`src/rtl/lspd_pkg.sv`:
```
`timescale 1ns / 1ps
// Package for the length/sequence packet deframer.
// Holds word and result types, operation and result kind codes and fixed limits; no dependencies.
package lspd_pkg;

  localparam logic [23:0] FRAGMENT_MAX       = 24'd16777215;
  localparam logic [29:0] HARD_MESSAGE_LIMIT = 30'd1073741823;
  localparam logic [30:0] MAX_MSG_RESET      = 31'd67108864;

  localparam logic OP_LINK_BYTE = 1'b0;
  localparam logic OP_SET_SEQ   = 1'b1;

  typedef enum logic [2:0] {
    KIND_PAYLOAD      = 3'd0,
    KIND_EMPTY_END    = 3'd1,
    KIND_SEQ_MISMATCH = 3'd2,
    KIND_HARD_LARGE   = 3'd3,
    KIND_OVER_LIMIT   = 3'd4
  } kind_e;

  typedef struct packed {
    logic       operation;
    logic [7:0] link_byte;
    logic [7:0] new_sequence;
  } item_t;

  typedef struct packed {
    kind_e       kind;
    logic [7:0]  data_byte;
    logic        last;
    logic [29:0] message_length;
    logic [7:0]  next_sequence;
    logic [7:0]  received_sequence;
  } result_t;

endpackage

```
`src/rtl/lspd_in_stage.sv`:
```
`timescale 1ns / 1ps
// Input register for the deframer: holds one accepted word until processed.
// Uses lspd_pkg::item_t.
module lspd_in_stage (
  input  logic          clk_i,
  input  logic          rst_ni,
  input  logic          in_valid_i,
  input  lspd_pkg::item_t in_item_i,
  input  logic          go_i,
  output logic          in_stall_o,
  output logic          valid_o,
  output lspd_pkg::item_t item_o
);

  logic            valid_q;
  lspd_pkg::item_t item_q;
  logic            load;

  assign in_stall_o = valid_q & ~go_i;
  assign load       = in_valid_i & ~in_stall_o;

  always_ff @(posedge clk_i or negedge rst_ni) begin
    if (!rst_ni) begin
      valid_q <= 1'b0;
    end else if (load) begin
      valid_q <= 1'b1;
    end else if (go_i) begin
      valid_q <= 1'b0;
    end
  end

  always_ff @(posedge clk_i) begin
    if (load) begin
      item_q <= in_item_i;
    end
  end

  assign valid_o = valid_q;
  assign item_o  = item_q;

endmodule

```
`src/rtl/lspd_frame_ctrl.sv`:
```
`timescale 1ns / 1ps
// Framing state and per-word step logic: header assembly, sequence and size checks,
// payload countdown. Uses lspd_pkg types and constants.
module lspd_frame_ctrl (
  input  logic             clk_i,
  input  logic             rst_ni,
  input  logic             cfg_we_i,
  input  logic [30:0]      cfg_wdata_i,
  input  logic             go_i,
  input  lspd_pkg::item_t  item_i,
  output logic             has_result_o,
  output lspd_pkg::result_t result_o
);

  logic [30:0] max_msg_q;
  logic [1:0]  hdr_pos_q, hdr_pos_d;
  logic [23:0] frag_len_q, frag_len_d;
  logic [7:0]  exp_seq_q, exp_seq_d;
  logic [23:0] remain_q, remain_d;
  logic        in_payload_q, in_payload_d;
  logic        final_q, final_d;
  logic [29:0] total_q, total_d;
  logic        halted_q, halted_d;

  logic [23:0] remain_dec;
  logic [23:0] frag_merged;
  logic [30:0] sum;
  logic [7:0]  seq_inc;

  assign remain_dec = remain_q - 24'd1;
  assign sum        = {1'b0, total_q} + {7'd0, frag_len_q};
  assign seq_inc    = exp_seq_q + 8'd1;

  always_comb begin
    frag_merged = frag_len_q;
    case (hdr_pos_q)
      2'd0:    frag_merged[7:0]   = frag_len_q[7:0]   | item_i.link_byte;
      2'd1:    frag_merged[15:8]  = frag_len_q[15:8]  | item_i.link_byte;
      2'd2:    frag_merged[23:16] = frag_len_q[23:16] | item_i.link_byte;
      default: frag_merged = frag_len_q;
    endcase
  end

  always_comb begin
    hdr_pos_d    = hdr_pos_q;
    frag_len_d   = frag_len_q;
    exp_seq_d    = exp_seq_q;
    remain_d     = remain_q;
    in_payload_d = in_payload_q;
    final_d      = final_q;
    total_d      = total_q;
    halted_d     = halted_q;
    has_result_o = 1'b0;
    result_o     = '0;

    if (item_i.operation == lspd_pkg::OP_SET_SEQ) begin
      exp_seq_d    = item_i.new_sequence;
      halted_d     = 1'b0;
      hdr_pos_d    = 2'd0;
      frag_len_d   = '0;
      remain_d     = '0;
      in_payload_d = 1'b0;
      final_d      = 1'b0;
      total_d      = '0;
    end else if (!halted_q) begin
      if (in_payload_q) begin
        has_result_o       = 1'b1;
        result_o.kind      = lspd_pkg::KIND_PAYLOAD;
        result_o.data_byte = item_i.link_byte;
        remain_d           = remain_dec;
        if (remain_dec == 24'd0) begin
          in_payload_d = 1'b0;
          hdr_pos_d    = 2'd0;
          frag_len_d   = '0;
          if (final_q) begin
            result_o.last           = 1'b1;
            result_o.message_length = total_q;
            total_d                 = '0;
          end
        end
      end else if (hdr_pos_q != 2'd3) begin
        frag_len_d = frag_merged;
        hdr_pos_d  = hdr_pos_q + 2'd1;
      end else begin
        // sequence byte closes the header
        hdr_pos_d = 2'd0;
        if (item_i.link_byte != exp_seq_q) begin
          halted_d                   = 1'b1;
          has_result_o               = 1'b1;
          result_o.kind              = lspd_pkg::KIND_SEQ_MISMATCH;
          result_o.received_sequence = item_i.link_byte;
        end else begin
          exp_seq_d  = seq_inc;
          frag_len_d = '0;
          if (sum > {1'b0, lspd_pkg::HARD_MESSAGE_LIMIT}) begin
            halted_d      = 1'b1;
            has_result_o  = 1'b1;
            result_o.kind = lspd_pkg::KIND_HARD_LARGE;
          end else if (sum > max_msg_q) begin
            halted_d      = 1'b1;
            has_result_o  = 1'b1;
            result_o.kind = lspd_pkg::KIND_OVER_LIMIT;
          end else begin
            total_d = sum[29:0];
            final_d = frag_len_q < lspd_pkg::FRAGMENT_MAX;
            if (frag_len_q == 24'd0) begin
              if (frag_len_q < lspd_pkg::FRAGMENT_MAX) begin
                has_result_o            = 1'b1;
                result_o.kind           = lspd_pkg::KIND_EMPTY_END;
                result_o.last           = 1'b1;
                result_o.message_length = sum[29:0];
                total_d                 = '0;
              end
            end else begin
              in_payload_d = 1'b1;
              remain_d     = frag_len_q;
            end
          end
        end
      end
    end
    result_o.next_sequence = exp_seq_d;
  end

  always_ff @(posedge clk_i or negedge rst_ni) begin
    if (!rst_ni) begin
      max_msg_q    <= lspd_pkg::MAX_MSG_RESET;
      hdr_pos_q    <= 2'd0;
      frag_len_q   <= '0;
      exp_seq_q    <= '0;
      remain_q     <= '0;
      in_payload_q <= 1'b0;
      final_q      <= 1'b0;
      total_q      <= '0;
      halted_q     <= 1'b0;
    end else begin
      if (cfg_we_i) begin
        max_msg_q <= cfg_wdata_i;
      end
      if (go_i) begin
        hdr_pos_q    <= hdr_pos_d;
        frag_len_q   <= frag_len_d;
        exp_seq_q    <= exp_seq_d;
        remain_q     <= remain_d;
        in_payload_q <= in_payload_d;
        final_q      <= final_d;
        total_q      <= total_d;
        halted_q     <= halted_d;
      end
    end
  end

endmodule

```
`src/rtl/lspd_out_stage.sv`:
```
`timescale 1ns / 1ps
// Result register for the deframer: one result word held until taken downstream.
// Uses lspd_pkg::result_t.
module lspd_out_stage (
  input  logic              clk_i,
  input  logic              rst_ni,
  input  logic              load_i,
  input  lspd_pkg::result_t result_i,
  input  logic              out_stall_i,
  output logic              ready_o,
  output logic              out_valid_o,
  output lspd_pkg::result_t result_o
);

  logic              valid_q;
  lspd_pkg::result_t result_q;

  assign ready_o = ~valid_q | ~out_stall_i;

  always_ff @(posedge clk_i or negedge rst_ni) begin
    if (!rst_ni) begin
      valid_q <= 1'b0;
    end else if (load_i) begin
      valid_q <= 1'b1;
    end else if (!out_stall_i) begin
      valid_q <= 1'b0;
    end
  end

  always_ff @(posedge clk_i) begin
    if (load_i) begin
      result_q <= result_i;
    end
  end

  assign out_valid_o = valid_q;
  assign result_o    = result_q;

endmodule

```
`src/rtl/length_seq_packet_deframer_unit.sv`:
```
`timescale 1ns / 1ps
// Length/sequence packet deframer, top level. Depends on lspd_pkg, lspd_in_stage,
// lspd_frame_ctrl and lspd_out_stage.
// Path: input reg, then result reg; a word with a result waits while output is blocked.
// Throughput: one word per cycle when not stalled; a word with no result never waits.
// Reset (rst_ni low, async): empty stages, framing cleared, expected sequence 0,
// limit register 67108864.
module length_seq_packet_deframer_unit (
  input  logic        clk_i,
  input  logic        rst_ni,
  input  logic        in_valid_i,
  output logic        in_stall_o,
  input  logic        operation_i,
  input  logic [7:0]  link_byte_i,
  input  logic [7:0]  new_sequence_i,
  output logic        out_valid_o,
  input  logic        out_stall_i,
  output logic [2:0]  kind_o,
  output logic [7:0]  data_byte_o,
  output logic        last_o,
  output logic [29:0] message_length_o,
  output logic [7:0]  next_sequence_o,
  output logic [7:0]  received_sequence_o,
  input  logic        cfg_we_i,
  input  logic [30:0] cfg_wdata_i
);

  lspd_pkg::item_t   in_item;
  lspd_pkg::item_t   item_q;
  lspd_pkg::result_t step_res;
  lspd_pkg::result_t out_res;
  logic              item_valid;
  logic              has_result;
  logic              out_ready;
  logic              go;

  assign in_item.operation    = operation_i;
  assign in_item.link_byte    = link_byte_i;
  assign in_item.new_sequence = new_sequence_i;

  // word leaves the input reg unless it has a result and the output is blocked
  assign go = item_valid & (~has_result | out_ready);

  lspd_in_stage u_in (
    .clk_i      (clk_i),
    .rst_ni     (rst_ni),
    .in_valid_i (in_valid_i),
    .in_item_i  (in_item),
    .go_i       (go),
    .in_stall_o (in_stall_o),
    .valid_o    (item_valid),
    .item_o     (item_q)
  );

  lspd_frame_ctrl u_ctrl (
    .clk_i        (clk_i),
    .rst_ni       (rst_ni),
    .cfg_we_i     (cfg_we_i),
    .cfg_wdata_i  (cfg_wdata_i),
    .go_i         (go),
    .item_i       (item_q),
    .has_result_o (has_result),
    .result_o     (step_res)
  );

  lspd_out_stage u_out (
    .clk_i       (clk_i),
    .rst_ni      (rst_ni),
    .load_i      (go & has_result),
    .result_i    (step_res),
    .out_stall_i (out_stall_i),
    .ready_o     (out_ready),
    .out_valid_o (out_valid_o),
    .result_o    (out_res)
  );

  assign kind_o              = 3'(out_res.kind);
  assign data_byte_o         = out_res.data_byte;
  assign last_o              = out_res.last;
  assign message_length_o    = out_res.message_length;
  assign next_sequence_o     = out_res.next_sequence;
  assign received_sequence_o = out_res.received_sequence;

endmodule

```
`config.mk`:
```
export PLATFORM = sky130hd
export DESIGN_NAME = length_seq_packet_deframer_unit
export DESIGN_NICKNAME = d
export VERILOG_FILES = /design/src/rtl/lspd_pkg.sv /design/src/rtl/lspd_in_stage.sv /design/src/rtl/lspd_frame_ctrl.sv /design/src/rtl/lspd_out_stage.sv /design/src/rtl/length_seq_packet_deframer_unit.sv
export SDC_FILE = /design/constraint.sdc
export NUM_CORES = 1
export LEC_CHECK = 0
export BUFFER_PORTS_ARGS = -buffer_cell sky130_fd_sc_hd__buf_2
export CAP_MARGIN = 20
export CORE_MARGIN = 1
export CORE_UTILIZATION = 32
export CTS_CLUSTER_SIZE = 40
export DETAILED_ROUTE_END_ITERATION = 6
export PLACE_DENSITY = 0.47
export SYNTH_ARGS = -nofsm -noshare
export SYNTH_HDL_FRONTEND = slang
export SYNTH_SLANG_ARGS = --single-unit
```
`constraint.sdc`:
```
create_clock -name clk_i -period 6.8 [get_ports clk_i]
set_input_delay 0.68 -clock clk_i [delete_from_list [all_inputs] [get_ports clk_i]]
set_output_delay 0.68 -clock clk_i [all_outputs]
set_load 0.02 [all_outputs]
```
==> impl_metrics.json <==
{
  "synth-edff-count": 75,
  "r2r-start": "u_ctrl.frag_len_q[3]$_DFFE_PN0P_",
  "grt_overflow": 0,
  "die_y_um": 189,
  "drc": 0,
  "critPathKind": "reg -> out",
  "crit_arrival_ns": 5.67,
  "initial_core_util": 0.325,
  "fin_skew_ns": 0.0190,
  "io_buffers": 112,
  "layout-drive-gt1-share": 0.159,
  "ant_nets": 0,
  "grt_max_degree": 71,
  "yosysSeqAreaShare": 0.476,
  "worstSetupStartpointType": "flip-flop",
  "synth.avg_cell_area_sq_um": 9.68,
  "worstPathMaxFanout": 5,
  "p_clk_frac": 0.215,
  "ctsRootBufferMaster": "clkbuf_16",
  "p_per_area_nw_per_um2": 368,
  "yosysUniqueCellTypes": 73,
  "finalSetupViolCount": 0,
  "wl_per_cell_um": 18.3,
  "slew_headroom": 0.201,
  "async_flop_share": 0.623,
  "drtIter0Drc": 622,
  "max_cap_violations": 0,
  "place.gp.congestion": 0.820,
  "htree_num_levels": 4,
  "via_per_inst": 5.21,
  "rrSetupSlack_ns": 0.78,
  "netSwitchingPower_mw": 2.03,
  "timing.hold.ws_ns": 0.281,
  "first_global_vias": 8858,
  "grt_pass1_wl_um": 50400,
  "antenna_found_initial": 0,
  "nets": 1373,
  "cts.clk_slew.worst_paths_ns": 0.08,
  "post_cts_buffers": 0,
  "num_io_pins": 113,
  "post-route-min-period_ns": 6.35,
  "area_growth_pct": 14.9,
  "synth_flop_cell": "dfrtp_1",
  "timing.final.ws_setup_ns": 0.447,
  "die_w_um": 189,
  "dr_total_vias": 8990,
  "r2r-end": "u_out.result_o[52]$_SDFFCE_PP0P_",
  "place_ws_ns": 0.489,
  "synth_nets": 1278,
  "syn_area_sq_um": 11200,
  "die_area_sq_um": 35900,
  "diodes": 0,
  "grt.total_usage": 0.183,
  "hpwl_um": 22600,
  "drv_slew": 0,
  "ys_seq_elements": 199,
  "finalCritPeriodShare": 0.934,
  "cts_sinks": 199,
  "r2r.worst_path.cells": 18,
  "hold_class": "in -> async",
  "core_area_sq_um": 34500,
  "hold_violations": 0,
  "numCtsBuffers": 17,
  "wl_um": 31600,
  "cts_tree": "done",
  "clockBufferDepth": 2,
  "peakVddDrop_mv": 0.228,
  "seq_power_share": 0.367,
  "status": "finished clean",
  "clk_latency_ns": 0.47,
  "synthCells": 1162,
  "ys_warn_count": 0,
  "worstSetupEndpointType": "primary output",
  "worst_pin_slew_ns": 1.17,
  "switching_share": 0.427,
  "internal_power_mw": 2.72,
  "fmax_mhz": 157,
  "p_comb_frac": 0.418,
  "crit_required_ns": 6.12,
  "rows": 68,
  "dr.pass1.iters": 5,
  "leakage_nw": 5.34
}
[repair_timing]
item	CTS	global route
endpoints found under the hold margin	0	0
gates cloned	0	0
hold buffers	0	0
setup endpoints to repair	1	57
gates resized for setup	1	4
[synth_stat cells, types with 5 or more instances]
| cell type | instances | area (sq um) |
|---|---|---|
| mux2_2 | 9 | 101 |
| and2_1 | 15 | 93.8 |
| or2_2 | 6 | 37.5 |
| a32oi_1 | 6 | 52.6 |
| a21oi_1 | 71 | 355 |
| or3_1 | 8 | 50.1 |
| ha_1 | 62 | 776 |
| dfrtp_1 | 123 | 3080 |
| o21a_1 | 7 | 52.6 |
| mux2i_1 | 28 | 280 |
| a22oi_1 | 31 | 233 |
| xnor2_1 | 36 | 315 |
| inv_1 | 85 | 319 |
| nand4_1 | 23 | 144 |
| nand2_1 | 105 | 394 |
| nand2b_1 | 5 | 31.3 |
| a211oi_1 | 10 | 75.1 |
| o21ai_0 | 93 | 465 |
| nor4b_1 | 5 | 43.8 |
| nor3_1 | 19 | 95.1 |
| and3_1 | 12 | 75.1 |
| nor2b_1 | 8 | 50.1 |
| nor2_1 | 113 | 424 |
| a21o_1 | 15 | 113 |
| nor4_1 | 17 | 106 |
| o21bai_1 | 5 | 37.5 |
| o31ai_1 | 5 | 37.5 |
| edfxtp_1 | 75 | 2250 |
| xor2_1 | 10 | 87.6 |
| clkbuf_1 | 46 | 173 |
| buf_2 | 5 | 25.0 |
| a31oi_1 | 14 | 87.6 |
| nand3_1 | 20 | 100 |
[how the worst max path moves through the flow]
stage	start	end	slack (ns)	cells past startpoint
2_1_floorplan	u_ctrl.frag_len_q[12]$_DFFE_PN0P_	u_out.result_o[0]$_SDFFCE_PP0P_	0.89	18
5_1_grt	u_ctrl.frag_len_q[3]$_DFFE_PN0P_	in_stall_o	-0.02	19
6_report	u_ctrl.frag_len_q[3]$_DFFE_PN0P_	in_stall_o	0.45	19
3_3_place_gp	u_ctrl.frag_len_q[3]$_DFFE_PN0P_	u_out.result_o[49]$_SDFFCE_PP0P_	0.59	18
4_1_cts	u_ctrl.frag_len_q[7]$_DFFE_PN0P_	in_stall_o	0.20	18
3_5_place_dp	u_ctrl.frag_len_q[2]$_DFFE_PN0P_	u_out.result_o[47]$_SDFFCE_PP0P_	0.49	18
[kinds of logic (layout without fill, tap and decap cells)]
family,count (synthesis),in the layout,synth area share
simple gates,373,373,0.161
compound gates,305,305,0.173
flops,199,199,0.476
buf+inv,139,247,0.0490
fa+ha+maj,63,63,0.0708
xor+xnor,46,46,0.0358
mux,37,37,0.0339
[power groups by stage]
stage / Combinational (mW) / Clock, mW / Sequential [mW]
2_1_floorplan: 1.48 / 0 / 1.66
3_3_place_gp: 1.95 / 0 / 1.76
3_5_place_dp: 1.97 / 0 / 1.76
4_1_cts: 1.98 / 1.06 / 1.74
5_1_grt: 2.26 / 1.11 / 1.77
6_report: 1.98 / 1.02 / 1.74
[layout make-up]
cell class / count / area [sq um]
Fill cell: 3594 / 21600
Multi-Input combinational cell: 824 / 5390
Sequential cell: 199 / 5360
Timing Repair Buffer: 130 / 711
Tap cell: 455 / 569
Clock buffer: 17 / 425
Inverter: 85 / 319
Clock inverter: 15 / 153
[state kept, by name, summed over array words and instances (netlist names)]
register and count:
u_out.result_o 58, u_ctrl.in_payload_q 1, u_ctrl.hdr_pos_q 2, u_in.valid_o 1, u_out.out_valid_o 1, u_ctrl.exp_seq_q 8
u_ctrl.max_msg_q 31, u_in.item_o 17, u_ctrl.total_q 30, u_ctrl.frag_len_q 24, u_ctrl.final_q 1, u_ctrl.halted_q 1
u_ctrl.remain_q 24
[metal layers]
layer,track usage,vias to the layer above,share of wire
met4,0.0468,0,0.012
met2,0.297,184,0.47
met3,0.0335,24,0.039
met1,0.248,4391,0.48
li1,-,4391,-
met5,0,-,0
[worst max-delay path: stages, from the launching register on]
cell and delay [ns]:
dfrtp_1 0.44, ha_1 0.37, o21ai_0 0.14, o21ai_0 0.35
nand2_1 0.13, a211oi_2 0.45, a2111oi_2 0.16, o31ai_1 0.46
nand2_1 0.21, xnor2_1 0.18, ha_1 0.29, nand4_1 0.18
nor4_2 0.40, a211oi_1 0.13, a32oi_1 0.23, nand3_1 0.26
nor3_1 0.33, o21ba_2 0.23, nor4b_2 0.07, buf_2 0.19
[cell usage in the layout (no fill, tap or decap), types with 5 or more instances in the layout]
cell       synthesis  final
dfrtp_1          123    123
buf_2              5    111
nor2_1           113    110
nand2_1          105    105
o21ai_0           93     93
inv_1             85     85
edfxtp_1          75     75
a21oi_1           71     71
ha_1              62     62
xnor2_1           36     36
a22oi_1           31     31
mux2i_1           28     28
nand4_1           23     23
nand3_1           20     20
nor3_1            19     19
buf_4              0     18
clkbuf_16          0     17
and2_1            15     15
a21o_1            15     15
nor4_1            17     15
a31oi_1           14     14
and3_1            12     12
xor2_1            10     10
a211oi_1          10      9
mux2_2             9      9
nor2b_1            8      8
or3_1              8      8
o21a_1             7      7
or2_2              6      6
a32oi_1            6      6
o21bai_1           5      5
o31ai_1            5      5
nand2b_1           5      5
inv_6              0      5
[through the flow]
stage	setup TNS (ns)	power [mW]	cell area [sq um]	util	std cells
global route	-0.0238	5.14	12900	0.374	1725
finish	0	4.75	12900	0.374	1725
CTS	0	4.78	12900	0.373	1725
detailed placement	0	3.73	12300	0.357	1693
floorplan	0	3.15	11200	-	1162
global placement	0	3.71	12300	0.357	1693
(Power assumes the default switching activity.)
